$ cat config.mk
export PLATFORM = sky130hd
export DESIGN_NAME = yuyv_to_rgb_converter
export DESIGN_NICKNAME = d
export VERILOG_FILES = /design/src/hw/rtl/yrgb_pkg.sv /design/src/hw/rtl/yuyv_to_rgb_converter.sv /design/src/hw/rtl/yrgb_pixel.sv
export SDC_FILE = /design/constraint.sdc
export NUM_CORES = 1
export LEC_CHECK = 0
export ABC_CLOCK_PERIOD_IN_PS = 5380
export BUFFER_PORTS_ARGS = -buffer_cell sky130_fd_sc_hd__buf_2
export CAP_MARGIN = 20
export CORE_ASPECT_RATIO = 1.2
export CORE_MARGIN = 5
export CORE_UTILIZATION = 40
export DETAILED_ROUTE_END_ITERATION = 6
export GPL_TIMING_DRIVEN = 1
export PLACE_DENSITY = 0.57
export SYNTH_ARGS = -nofsm -noshare
export SYNTH_HDL_FRONTEND = slang
export SYNTH_SLANG_ARGS = --single-unit
$ cat constraint.sdc
create_clock -name clock -period 5.38 [get_ports clock]
set_input_delay 0.269 -clock clock [delete_from_list [all_inputs] [get_ports clock]]
set_output_delay 0.269 -clock clock [all_outputs]
set_load 0.02 [all_outputs]
$ cat src/hw/rtl/yrgb_pkg.sv
// ---------------------------------------------------------------------------
// yrgb_pkg
// Shared types and constants for the YUYV 4:2:2 to RGB converter.
// ---------------------------------------------------------------------------
package yrgb_pkg;

   // output_mode register codes
   localparam logic [1:0] MODE_PASS  = 2'd0;
   localparam logic [1:0] MODE_RGB   = 2'd1;
   localparam logic [1:0] MODE_GRAY  = 2'd2;
   localparam logic [1:0] MODE_RESET = MODE_RGB;

   // meaningful byte counts per mode
   localparam logic [2:0] COUNT_PASS = 3'd4;
   localparam logic [2:0] COUNT_RGB  = 3'd6;
   localparam logic [2:0] COUNT_GRAY = 3'd2;
   localparam logic [2:0] COUNT_NONE = 3'd0;

   // BT.601 integer transform
   localparam int SUM_W = 19;                     // signed width of products and sums
   localparam logic signed [8:0] LUMA_OFS   = 9'sd16;
   localparam logic signed [8:0] CHROMA_OFS = 9'sd128;
   localparam logic signed [SUM_W-1:0] K_Y    = 19'sd298;
   localparam logic signed [SUM_W-1:0] K_VR   = 19'sd409;
   localparam logic signed [SUM_W-1:0] K_UG   = 19'sd100;
   localparam logic signed [SUM_W-1:0] K_VG   = 19'sd208;
   localparam logic signed [SUM_W-1:0] K_UB   = 19'sd516;
   localparam logic signed [SUM_W-1:0] ROUND  = 19'sd128;
   localparam logic [7:0] CHAN_MAX = 8'd255;

   // one YUYV macropixel
   typedef struct packed {
      logic [7:0] luma_first;
      logic [7:0] chroma_blue;
      logic [7:0] luma_second;
      logic [7:0] chroma_red;
      logic       frame_end;
   } yrgb_req_type;

   // one result
   typedef struct packed {
      logic [7:0] out_byte0;
      logic [7:0] out_byte1;
      logic [7:0] out_byte2;
      logic [7:0] out_byte3;
      logic [7:0] out_byte4;
      logic [7:0] out_byte5;
      logic [2:0] valid_count;
      logic       frame_last;
   } yrgb_rsp_type;

   // R, G, B of one pixel
   typedef struct packed {
      logic [7:0] red;
      logic [7:0] green;
      logic [7:0] blue;
   } yrgb_pix_type;

endpackage

$ cat src/hw/rtl/yuyv_to_rgb_converter.sv
// Throughput: one macropixel per clock; busy stays low, four register stages
// (offset, multiply, sum, clamp and select) run with valid bits alongside.
// Reset: synchronous, clears the stage valid bits and sets output_mode to RGB.
// Results cannot be held off; each is shown for exactly one cycle.
// ---------------------------------------------------------------------------
// yuyv_to_rgb_converter
// YUYV 4:2:2 macropixel to two RGB pixels, gray luma or passthrough bytes,
// selected by the output_mode register on an APB-style port.
// ---------------------------------------------------------------------------
module yuyv_to_rgb_converter (
   input  logic                   clock,
   input  logic                   reset,
   // input channel
   input  logic                   start,
   output logic                   busy,
   input  yrgb_pkg::yrgb_req_type req_data,
   // result channel
   output logic                   rsp_valid,
   output yrgb_pkg::yrgb_rsp_type rsp_data,
   // configuration port
   input  logic                   psel,
   input  logic                   penable,
   input  logic                   pwrite,
   input  logic [1:0]             paddr,
   input  logic [31:0]            pwdata,
   output logic [31:0]            prdata,
   output logic                   pready
);
   import yrgb_pkg::*;

   logic [1:0]   mode_ff, mode_in;

   // stage 1: offsets applied
   logic              v1_ff, v1_in;
   logic [1:0]        m1_ff;
   yrgb_req_type      d1_ff;
   logic signed [8:0] y0_ff, y1_ff, u_ff, v_ff;
   // stages 2 and 3: side data alongside the matrix
   logic              v2_ff, v3_ff;
   logic [1:0]        m2_ff, m3_ff;
   yrgb_req_type      d2_ff, d3_ff;
   // output register
   logic              rsp_valid_ff;
   yrgb_rsp_type      rsp_data_ff, rsp_data_in;

   yrgb_pix_type      pix0, pix1;

   // configuration register, one word
   assign pready = 1'b1;
   assign prdata = {30'd0, mode_ff};
   always_comb begin
      mode_in = mode_ff;
      if (psel && penable && pwrite && pready && paddr[1:0] == 2'd0)
         mode_in = pwdata[1:0];
      else if (psel && penable && pwrite && pready)
         mode_in = pwdata[1:0];
   end

   // never stalls
   assign busy  = 1'b0;
   assign v1_in = start && !busy;

   // control: valid bits and mode register
   always_ff @(posedge clock) begin
      if (reset) begin
         mode_ff      <= MODE_RESET;
         v1_ff        <= 1'b0;
         v2_ff        <= 1'b0;
         v3_ff        <= 1'b0;
         rsp_valid_ff <= 1'b0;
      end else begin
         mode_ff      <= mode_in;
         v1_ff        <= v1_in;
         v2_ff        <= v1_ff;
         v3_ff        <= v2_ff;
         rsp_valid_ff <= v3_ff;
      end
   end

   // payload pipeline
   always_ff @(posedge clock) begin
      m1_ff <= mode_ff;
      d1_ff <= req_data;
      y0_ff <= $signed({1'b0, req_data.luma_first})  - LUMA_OFS;
      y1_ff <= $signed({1'b0, req_data.luma_second}) - LUMA_OFS;
      u_ff  <= $signed({1'b0, req_data.chroma_blue}) - CHROMA_OFS;
      v_ff  <= $signed({1'b0, req_data.chroma_red})  - CHROMA_OFS;
      m2_ff <= m1_ff;
      d2_ff <= d1_ff;
      m3_ff <= m2_ff;
      d3_ff <= d2_ff;
      rsp_data_ff <= rsp_data_in;
   end

   // colour matrix, one per pixel of the macropixel
   yrgb_pixel u_pix0 (
      .clock (clock),
      .luma  (y0_ff),
      .cb    (u_ff),
      .cr    (v_ff),
      .pix   (pix0)
   );

   yrgb_pixel u_pix1 (
      .clock (clock),
      .luma  (y1_ff),
      .cb    (u_ff),
      .cr    (v_ff),
      .pix   (pix1)
   );

   // result select by mode; unused bytes zero
   always_comb begin
      rsp_data_in            = '0;
      rsp_data_in.frame_last = d3_ff.frame_end;
      case (m3_ff)
         MODE_PASS: begin
            rsp_data_in.out_byte0   = d3_ff.luma_first;
            rsp_data_in.out_byte1   = d3_ff.chroma_blue;
            rsp_data_in.out_byte2   = d3_ff.luma_second;
            rsp_data_in.out_byte3   = d3_ff.chroma_red;
            rsp_data_in.valid_count = COUNT_PASS;
         end
         MODE_RGB: begin
            rsp_data_in.out_byte0   = pix0.red;
            rsp_data_in.out_byte1   = pix0.green;
            rsp_data_in.out_byte2   = pix0.blue;
            rsp_data_in.out_byte3   = pix1.red;
            rsp_data_in.out_byte4   = pix1.green;
            rsp_data_in.out_byte5   = pix1.blue;
            rsp_data_in.valid_count = COUNT_RGB;
         end
         MODE_GRAY: begin
            rsp_data_in.out_byte0   = d3_ff.luma_first;
            rsp_data_in.out_byte1   = d3_ff.luma_second;
            rsp_data_in.valid_count = COUNT_GRAY;
         end
         default: begin
            rsp_data_in.valid_count = COUNT_NONE;
         end
      endcase
   end

   assign rsp_valid = rsp_valid_ff;
   assign rsp_data  = rsp_data_ff;

   // every result comes from a matching input transfer
   a_rsp_from_start: assert property (@(posedge clock) disable iff (reset)
      rsp_valid |-> $past(start, 4))
      else $error("result strobe without a matching input transfer");

   // byte count is one of the defined values
   a_count_legal: assert property (@(posedge clock) disable iff (reset)
      rsp_valid |-> (rsp_data.valid_count == COUNT_NONE ||
                     rsp_data.valid_count == COUNT_GRAY ||
                     rsp_data.valid_count == COUNT_PASS ||
                     rsp_data.valid_count == COUNT_RGB))
      else $error("illegal valid_count");

   // bytes beyond the count are zero
   a_gray_zero: assert property (@(posedge clock) disable iff (reset)
      rsp_valid && rsp_data.valid_count == COUNT_GRAY |->
         (rsp_data.out_byte2 == 8'd0 && rsp_data.out_byte3 == 8'd0 &&
          rsp_data.out_byte4 == 8'd0 && rsp_data.out_byte5 == 8'd0))
      else $error("gray result carries stray bytes");

   a_pass_zero: assert property (@(posedge clock) disable iff (reset)
      rsp_valid && rsp_data.valid_count == COUNT_PASS |->
         (rsp_data.out_byte4 == 8'd0 && rsp_data.out_byte5 == 8'd0))
      else $error("passthrough result carries stray bytes");

endmodule

$ cat src/hw/rtl/yrgb_pixel.sv
// ---------------------------------------------------------------------------
// yrgb_pixel
// Two-stage colour matrix for one pixel: constant products, then channel
// sums with rounding. Clamping to 0..255 follows the sum registers.
// ---------------------------------------------------------------------------
module yrgb_pixel (
   input  logic                  clock,
   input  logic signed [8:0]     luma,     // Y - 16
   input  logic signed [8:0]     cb,       // U - 128
   input  logic signed [8:0]     cr,       // V - 128
   output yrgb_pkg::yrgb_pix_type pix
);
   import yrgb_pkg::*;

   logic signed [SUM_W-1:0] py_ff,  py_in;
   logic signed [SUM_W-1:0] pvr_ff, pvr_in;
   logic signed [SUM_W-1:0] pug_ff, pug_in;
   logic signed [SUM_W-1:0] pvg_ff, pvg_in;
   logic signed [SUM_W-1:0] pub_ff, pub_in;
   logic signed [SUM_W-1:0] sr_ff,  sr_in;
   logic signed [SUM_W-1:0] sg_ff,  sg_in;
   logic signed [SUM_W-1:0] sb_ff,  sb_in;

   // negative sums clamp to zero, then shift by 8 and saturate
   function automatic logic [7:0] clamp_chan(input logic signed [SUM_W-1:0] acc);
      logic [SUM_W-10:0] q;
      q = acc[SUM_W-2:8];
      if (acc[SUM_W-1])
         return 8'd0;
      else if (q > (SUM_W-9)'(CHAN_MAX))
         return CHAN_MAX;
      else
         return q[7:0];
   endfunction

   // stage: constant products
   always_comb begin
      py_in  = SUM_W'(luma) * K_Y;
      pvr_in = SUM_W'(cr)   * K_VR;
      pug_in = SUM_W'(cb)   * K_UG;
      pvg_in = SUM_W'(cr)   * K_VG;
      pub_in = SUM_W'(cb)   * K_UB;
   end

   // stage: channel sums
   always_comb begin
      sr_in = py_ff + pvr_ff + ROUND;
      sg_in = py_ff - pug_ff - pvg_ff + ROUND;
      sb_in = py_ff + pub_ff + ROUND;
   end

   always_ff @(posedge clock) begin
      py_ff  <= py_in;
      pvr_ff <= pvr_in;
      pug_ff <= pug_in;
      pvg_ff <= pvg_in;
      pub_ff <= pub_in;
      sr_ff  <= sr_in;
      sg_ff  <= sg_in;
      sb_ff  <= sb_in;
   end

   assign pix.red   = clamp_chan(sr_ff);
   assign pix.green = clamp_chan(sg_ff);
   assign pix.blue  = clamp_chan(sb_ff);

endmodule
[Word-level counts from Yosys, hierarchy flattened]
Index checks and enable logic that the tools add are counted.
Word-level totals
  bits in registers: 417
  latch bits: 0
  memory bits (writable): 0
  ROM bits: 0
  input port bits: 73
  word-level logic and storage cells: 103
  memories kept: 0
Cells by class
  add/subtract/negate cells: 18
  multiply operators: 6
  divide/modulo/power cells: 0
  $lt $le $gt $ge: 6
  equality and inequality tests: 2
  shifts and indexed selects: 0
  mux-type cells: 15
  bitwise operators: 1
  reduce and logical (&&, ||, !) cells: 8
Operators by type and width (number)
  $add 19x9->19 const B: 6
  $mux 8: 10
  $add 19x19->19: 4
  $sub 19x19->19: 4
  $gt 10x8->1 const B: 6
  $pmux 16 s3: 1
  $mul 9x9->18 const B: 2
  $pmux 16 s2: 1
  $mul 9x10->19 const B: 1
  $sub 8x5->9 const B: 2
  $sub 8x8->9 const B: 2
  $mul 9x9->17 const B: 1
  $mul 9x6->15 const B: 1
  $mul 9x5->14 const B: 1
  $pmux 3 s3: 1
  $logic_not 2->1: 2
  $mux 2: 2
  $reduce_or 2->1: 2
  $logic_and 1x1->1: 3
  $eq 2x1->1 const B: 1
  $eq 2x2->1 const B: 1
  $reduce_bool 2->1: 1
  $not 1->1: 1

[Logic depth before layout (Yosys ltp)]
  word-level depth: 4
  depth in mapped cells: 20
  mapped depth without buffers: 20

[Hierarchy]
Synthesis repeated with hierarchy kept, for this count alone.
Unflattened totals
  cells, all modules: 2426
  area total of the unflattened synthesis: 24631.1 um^2
Modules (own cells, without submodules)
  yrgb_pixel at u_pix1: times used 1, cells an instance 1055, area an instance 10114.7 um^2, sequential area each 2222.1 um^2
  yrgb_pixel at u_pix0: times used 1, cells an instance 1041, area an instance 9997.1 um^2, sequential area each 2222.1 um^2
  yuyv_to_rgb_converter: times used 1, cells an instance 330, area an instance 4519.3 um^2, sequential area each 3483.3 um^2

[Least setup slack after synthesis]
No wires, ideal clock.
  path kind: register -> register
  start: reg v_ff[3]
  end: reg u_pix1.pvr_ff[17]
  arrival time: 3.829 ns
  required time: 5.253 ns
  slack: 1.424 ns
  stages on the path, launching flop included: 17
  path buffers: 0
  period minus slack after synthesis: 3.956 ns
  path through: dfxtp_1 ha_1 ha_1 inv_1 fa_1 inv_1 fa_1 ha_1 ha_1 a21o_1 a21o_1 a21oi_1 o21ai_0 a41o_1 o21ai_0 a21boi_0 xor2_1
Between the ends
  longest elaborated chain between the ends: 1
RTL lines
  start: declaration: RTL line yuyv_to_rgb_converter.sv:37  | logic signed [8:0] y0_ff, y1_ff, u_ff, v_ff;
  start signal: assignment: RTL line yuyv_to_rgb_converter.sv:87  | v_ff <= $signed({1'b0, req_data.chroma_red}) - CHROMA_OFS;
  $mul 9x10->19
  via u_pix0.pvr_in[17]: RTL line yrgb_pixel.sv:16  | logic signed [SUM_W-1:0] pvr_ff, pvr_in;
  end signal: assignment: RTL line yrgb_pixel.sv:54  | pvr_ff <= pvr_in;
  end: declaration: RTL line yrgb_pixel.sv:16
The timed path passes the listed nets, and every way through them passes these cells.
A chain may end at the register's enable or synchronous reset.

[Worst setup path after layout]
  start: reg y1_ff[8]
  end: reg u_pix1.py_ff[16]
Between the ends
  longest elaborated chain between the ends: 1
RTL lines
  start: declaration: RTL line yuyv_to_rgb_converter.sv:37
  start signal: assignment: RTL line yuyv_to_rgb_converter.sv:85  | y1_ff <= $signed({1'b0, req_data.luma_second}) - LUMA_OFS;
  $mul 9x9->18: RTL line yrgb_pixel.sv:38  | py_in = SUM_W'(luma) * K_Y;
  via u_pix1.py_in[16]: RTL line yrgb_pixel.sv:15  | logic signed [SUM_W-1:0] py_ff, py_in;
  end signal: assignment: RTL line yrgb_pixel.sv:53  | py_ff <= py_in;
  end: declaration: RTL line yrgb_pixel.sv:15
The timed path passes the listed nets, and every way through them passes these cells.

==> metrics <==
status complete, no violations; setup slack, reg-to-reg 990 ps; Hold Crit Class in -> reg; GP Congestion 0.877; final setup margin 989 ps; ys async rst share 0%; RSZ-0062 raised after global routing false; Worst Setup SP y1_ff[8]$_DFF_P_; P_sw 0.00619 W; most frequent cells in the layout 393 x ha_1, 322 x dfxtp_1, 256 x inv_1, 111 x a21oi_1, 99 x xnor2_1; pre-CTS setup slack 1000 ps; fin crit period 4390 ps; Final Non-Filler Cells 2599; total CTS buffers 36; Nets 2499; first-pass GRT wire length 66.6 mm; Max-Cap Viols 0; initial core utilization 40.3%; Pwr Total 0.0146 W; grt met2 use 30.0%; Yosys warnings 0; sequential share of power 26.1%; CP top delay family adder cells; CP required 5820 ps; dpl cells 2495; Post-Syn Instances 1800; First DRT Iteration DRCs 484; pin count of the biggest net entering global routing 27; Post-synth EDFFs 0; GR Layer Usage met1 20.5%; CTS tree yes; Die Area 50800 um^2; placed inst area 19600 um^2; clock skew 16.5 ps; GRT Max-Usage Layer met2; Clk network pwr share 16.8%; reg2reg start y1_ff[8]$_DFF_P_; Worst setup endpoint u_pix1.py_ff[16]$_DFF_P_; critical-path cell list ha_1 > ha_1 > inv_1 > fa_1 > fa_1 > inv_1 > ha_1 > o21ai_0 > a21boi_0 > o21ai_0 > a21oi_1 > o21ai_0 > or4b_2 > o311ai_0; commonest non-fill, non-tap cell in the layout ha_1; Avg Inst Size Synth 10.3 um^2; vias per inst 4.77; Clk pin slew, worst setup/hold paths 60 ps; synth unique cells 54; root buf cell clkbuf_16; Pint 0.00838 W; Layout fillers 4311; critical path arrival 4830 ps; Final Cycle Share 81.6%; Worst path slowest cell dfxtp_1; drt total wl 42.1 mm; critical path launch point type flip-flop; peak supply drop 0.375 mV; combinational share of power 57.1%; Lkg Pwr 10.6 nW; # port buffers 94; worst r2r path cells 14; gr usage total 16.9%; clk sinks 322; kind of critical path reg -> reg; FF+latch area 6450 um^2; share of cells above drive strength 1 9.23%; most common flop cell mapped by yosys dfxtp_1; Vias 12400; Sw Share 42.5%; final hold vios 0; Worst-Skew Late Latency 560 ps; area of the multi-input gates 10900 um^2; hpwl dp 33.5 mm; Pwr Density 687 nW/um^2; Worst R2R End u_pix1.py_ff[16]$_DFF_P_; Slew HR 36.7%; fmax 0.228 GHz; Final ANT Viol Nets 0; Seq/Total Area, Yosys 34.8%; CTS resizes 0; vias in the first global route 12800; fin area 21200 um^2; Yosys reg bits 322; Wirelength per Cell 16.2 um; max-slew violation count 0; Slew @ Worst Pin 925 ps; Crit path depth 14; total iterations of the first detailed-routing run 5; number of H-tree levels 2; Worst Path Buf+Inv 2; residual DRC count 0; met3 usage 2.49%; crit end category flip-flop; Finish-stage setup viols 0; Max clock buf depth 3; Core Rows 86; setup TNS 0 ps; Crit Path Max Fanout 13; initial antenna violation count 0; Overflow after GRT 0; die width 207 um; number of I/O pins 160; area growth from synthesis to layout 14.4%; synthesized cell area 18500 um^2; crit-path max cell delay 620 ps; Die Ht 246 um; Core Footprint 45900 um^2
synthesized netlist by cell type (2+ instances only):
| cell | count | share of area (%) |
|---|---|---|
| conb_1 | 2 | 0.041 |
| or3_1 | 2 | 0.067 |
| buf_4 | 33 | 1.3 |
| nor3_1 | 21 | 0.57 |
| a21boi_0 | 6 | 0.24 |
| a41oi_1 | 3 | 0.14 |
| ha_1 | 393 | 27 |
| or4b_2 | 2 | 0.11 |
| a21o_2 | 2 | 0.095 |
| nor3b_1 | 2 | 0.081 |
| a21oi_1 | 111 | 3.0 |
| or4_1 | 3 | 0.12 |
| a21o_1 | 26 | 1.1 |
| a2111oi_0 | 3 | 0.14 |
| nand3_1 | 15 | 0.41 |
| o21a_1 | 29 | 1.2 |
| o21bai_1 | 11 | 0.45 |
| clkbuf_1 | 17 | 0.34 |
| inv_1 | 256 | 5.2 |
| a211oi_1 | 6 | 0.24 |
| a31o_2 | 3 | 0.14 |
| dfxtp_1 | 322 | 35 |
| and2_1 | 2 | 0.067 |
| nand4_1 | 6 | 0.20 |
| or2b_2 | 2 | 0.095 |
| o21ai_0 | 77 | 2.1 |
| nand4b_1 | 2 | 0.095 |
| fa_1 | 77 | 8.3 |
| xor2_1 | 40 | 1.9 |
| or2_2 | 12 | 0.41 |
| a41o_1 | 4 | 0.22 |
| a22oi_1 | 8 | 0.32 |
| nand2_1 | 58 | 1.2 |
| nor2_1 | 78 | 1.6 |
| o31a_1 | 2 | 0.095 |
| xnor2_1 | 99 | 4.7 |
| o2111ai_1 | 3 | 0.14 |
| nor2b_1 | 27 | 0.91 |
| mux2i_1 | 6 | 0.32 |
| o31ai_1 | 4 | 0.16 |
| o311ai_0 | 2 | 0.095 |
| o221ai_1 | 2 | 0.095 |
| nand2b_1 | 10 | 0.34 |
layer usage:
layer	vias to the layer above	routed length, um
li1	6269	-
met1	5851	17700
met2	196	21000
met3	78	1720
met4	0	1700
met5	-	0
registers in the layout, indices dropped and copies added (netlist names), 10 cells and up:
name           cells
u_pix1.pvg_ff     12
u_pix1.pub_ff     10
u_pix0.sg_ff      12
rsp_data          51
u_pix1.sg_ff      12
d1_ff             11
d2_ff             30
u_pix1.pug_ff     12
u_pix1.sb_ff      11
u_pix1.sr_ff      12
u_pix1.py_ff      16
u_pix1.pvr_ff     19
d3_ff             30
u_pix0.sr_ff      11
u_pix0.sb_ff      11
u_pix0.py_ff      16
tightest hold or removal path, delay by kind of cell:
kind,cells,cell delay [ps]
and+or+nand+nor,2,200
muxes,1,90
buffers and inverters,1,90
power groups by stage:
| stage | clock (W) | combinational, W | sequential [W] |
|---|---|---|---|
| finish | 0.00244 | 0.00832 | 0.00381 |
| global route | 0.00263 | 0.00945 | 0.00387 |
| CTS | 0.00253 | 0.00840 | 0.00383 |
| detailed placement | 0 | 0.00830 | 0.00387 |
| global placement | 0 | 0.00818 | 0.00386 |
| floorplan | 0 | 0.00625 | 0.00379 |
logic make-up (layout without fill, tap and decap cells):
kind of cell	after synthesis	after routing	share of synthesized area [%]
AOI/OAI and AO/OA	308	308	10.2
xor gates and xnor gates	139	139	6.57
adders and majority gates	470	470	34.8
other	2	34	0.0405
muxes	6	6	0.324
and+or+nand+nor	246	246	6.39
DFF	322	322	34.8
buffers and inverters	307	458	6.89
stage by stage:
stage	hold slack, ps	utilization [%]
floorplan	297	-
global placement	310	42.7
detailed placement	312	42.7
CTS	95.6	46.1
global route	144	46.1
finish	133	46.1
what timing repair did:
action / CTS / global route
setup buffers: 0 / 0
hold buffers: 39 / 0
endpoints found under the hold margin: 49 / 0
cell type report:
type                       instances  area share [%]
tap                              616            3.63
clock buffer                      44            4.63
sequential                       322            30.4
antenna                            1          0.0118
timing repair buffer             138            4.24
clock inverter                    20            1.01
multi-input combinational       1202            51.5
inverter                         256            4.53
how the worst min path moves through the flow:
stage / depth (start not counted) / from / endpoint
detailed placement: 0 / d2_ff[30]$_DFF_P_ / d3_ff[30]$_DFF_P_
global route: 4 / penable / mode_ff[1]$_SDFFE_PP0P_
CTS: 4 / penable / mode_ff[1]$_SDFFE_PP0P_
floorplan: 0 / req_data[0] / d1_ff[0]$_DFF_P_
global placement: 0 / d2_ff[0]$_DFF_P_ / d3_ff[0]$_DFF_P_
finish: 4 / penable / mode_ff[1]$_SDFFE_PP0P_
(Power assumes the default switching activity.)
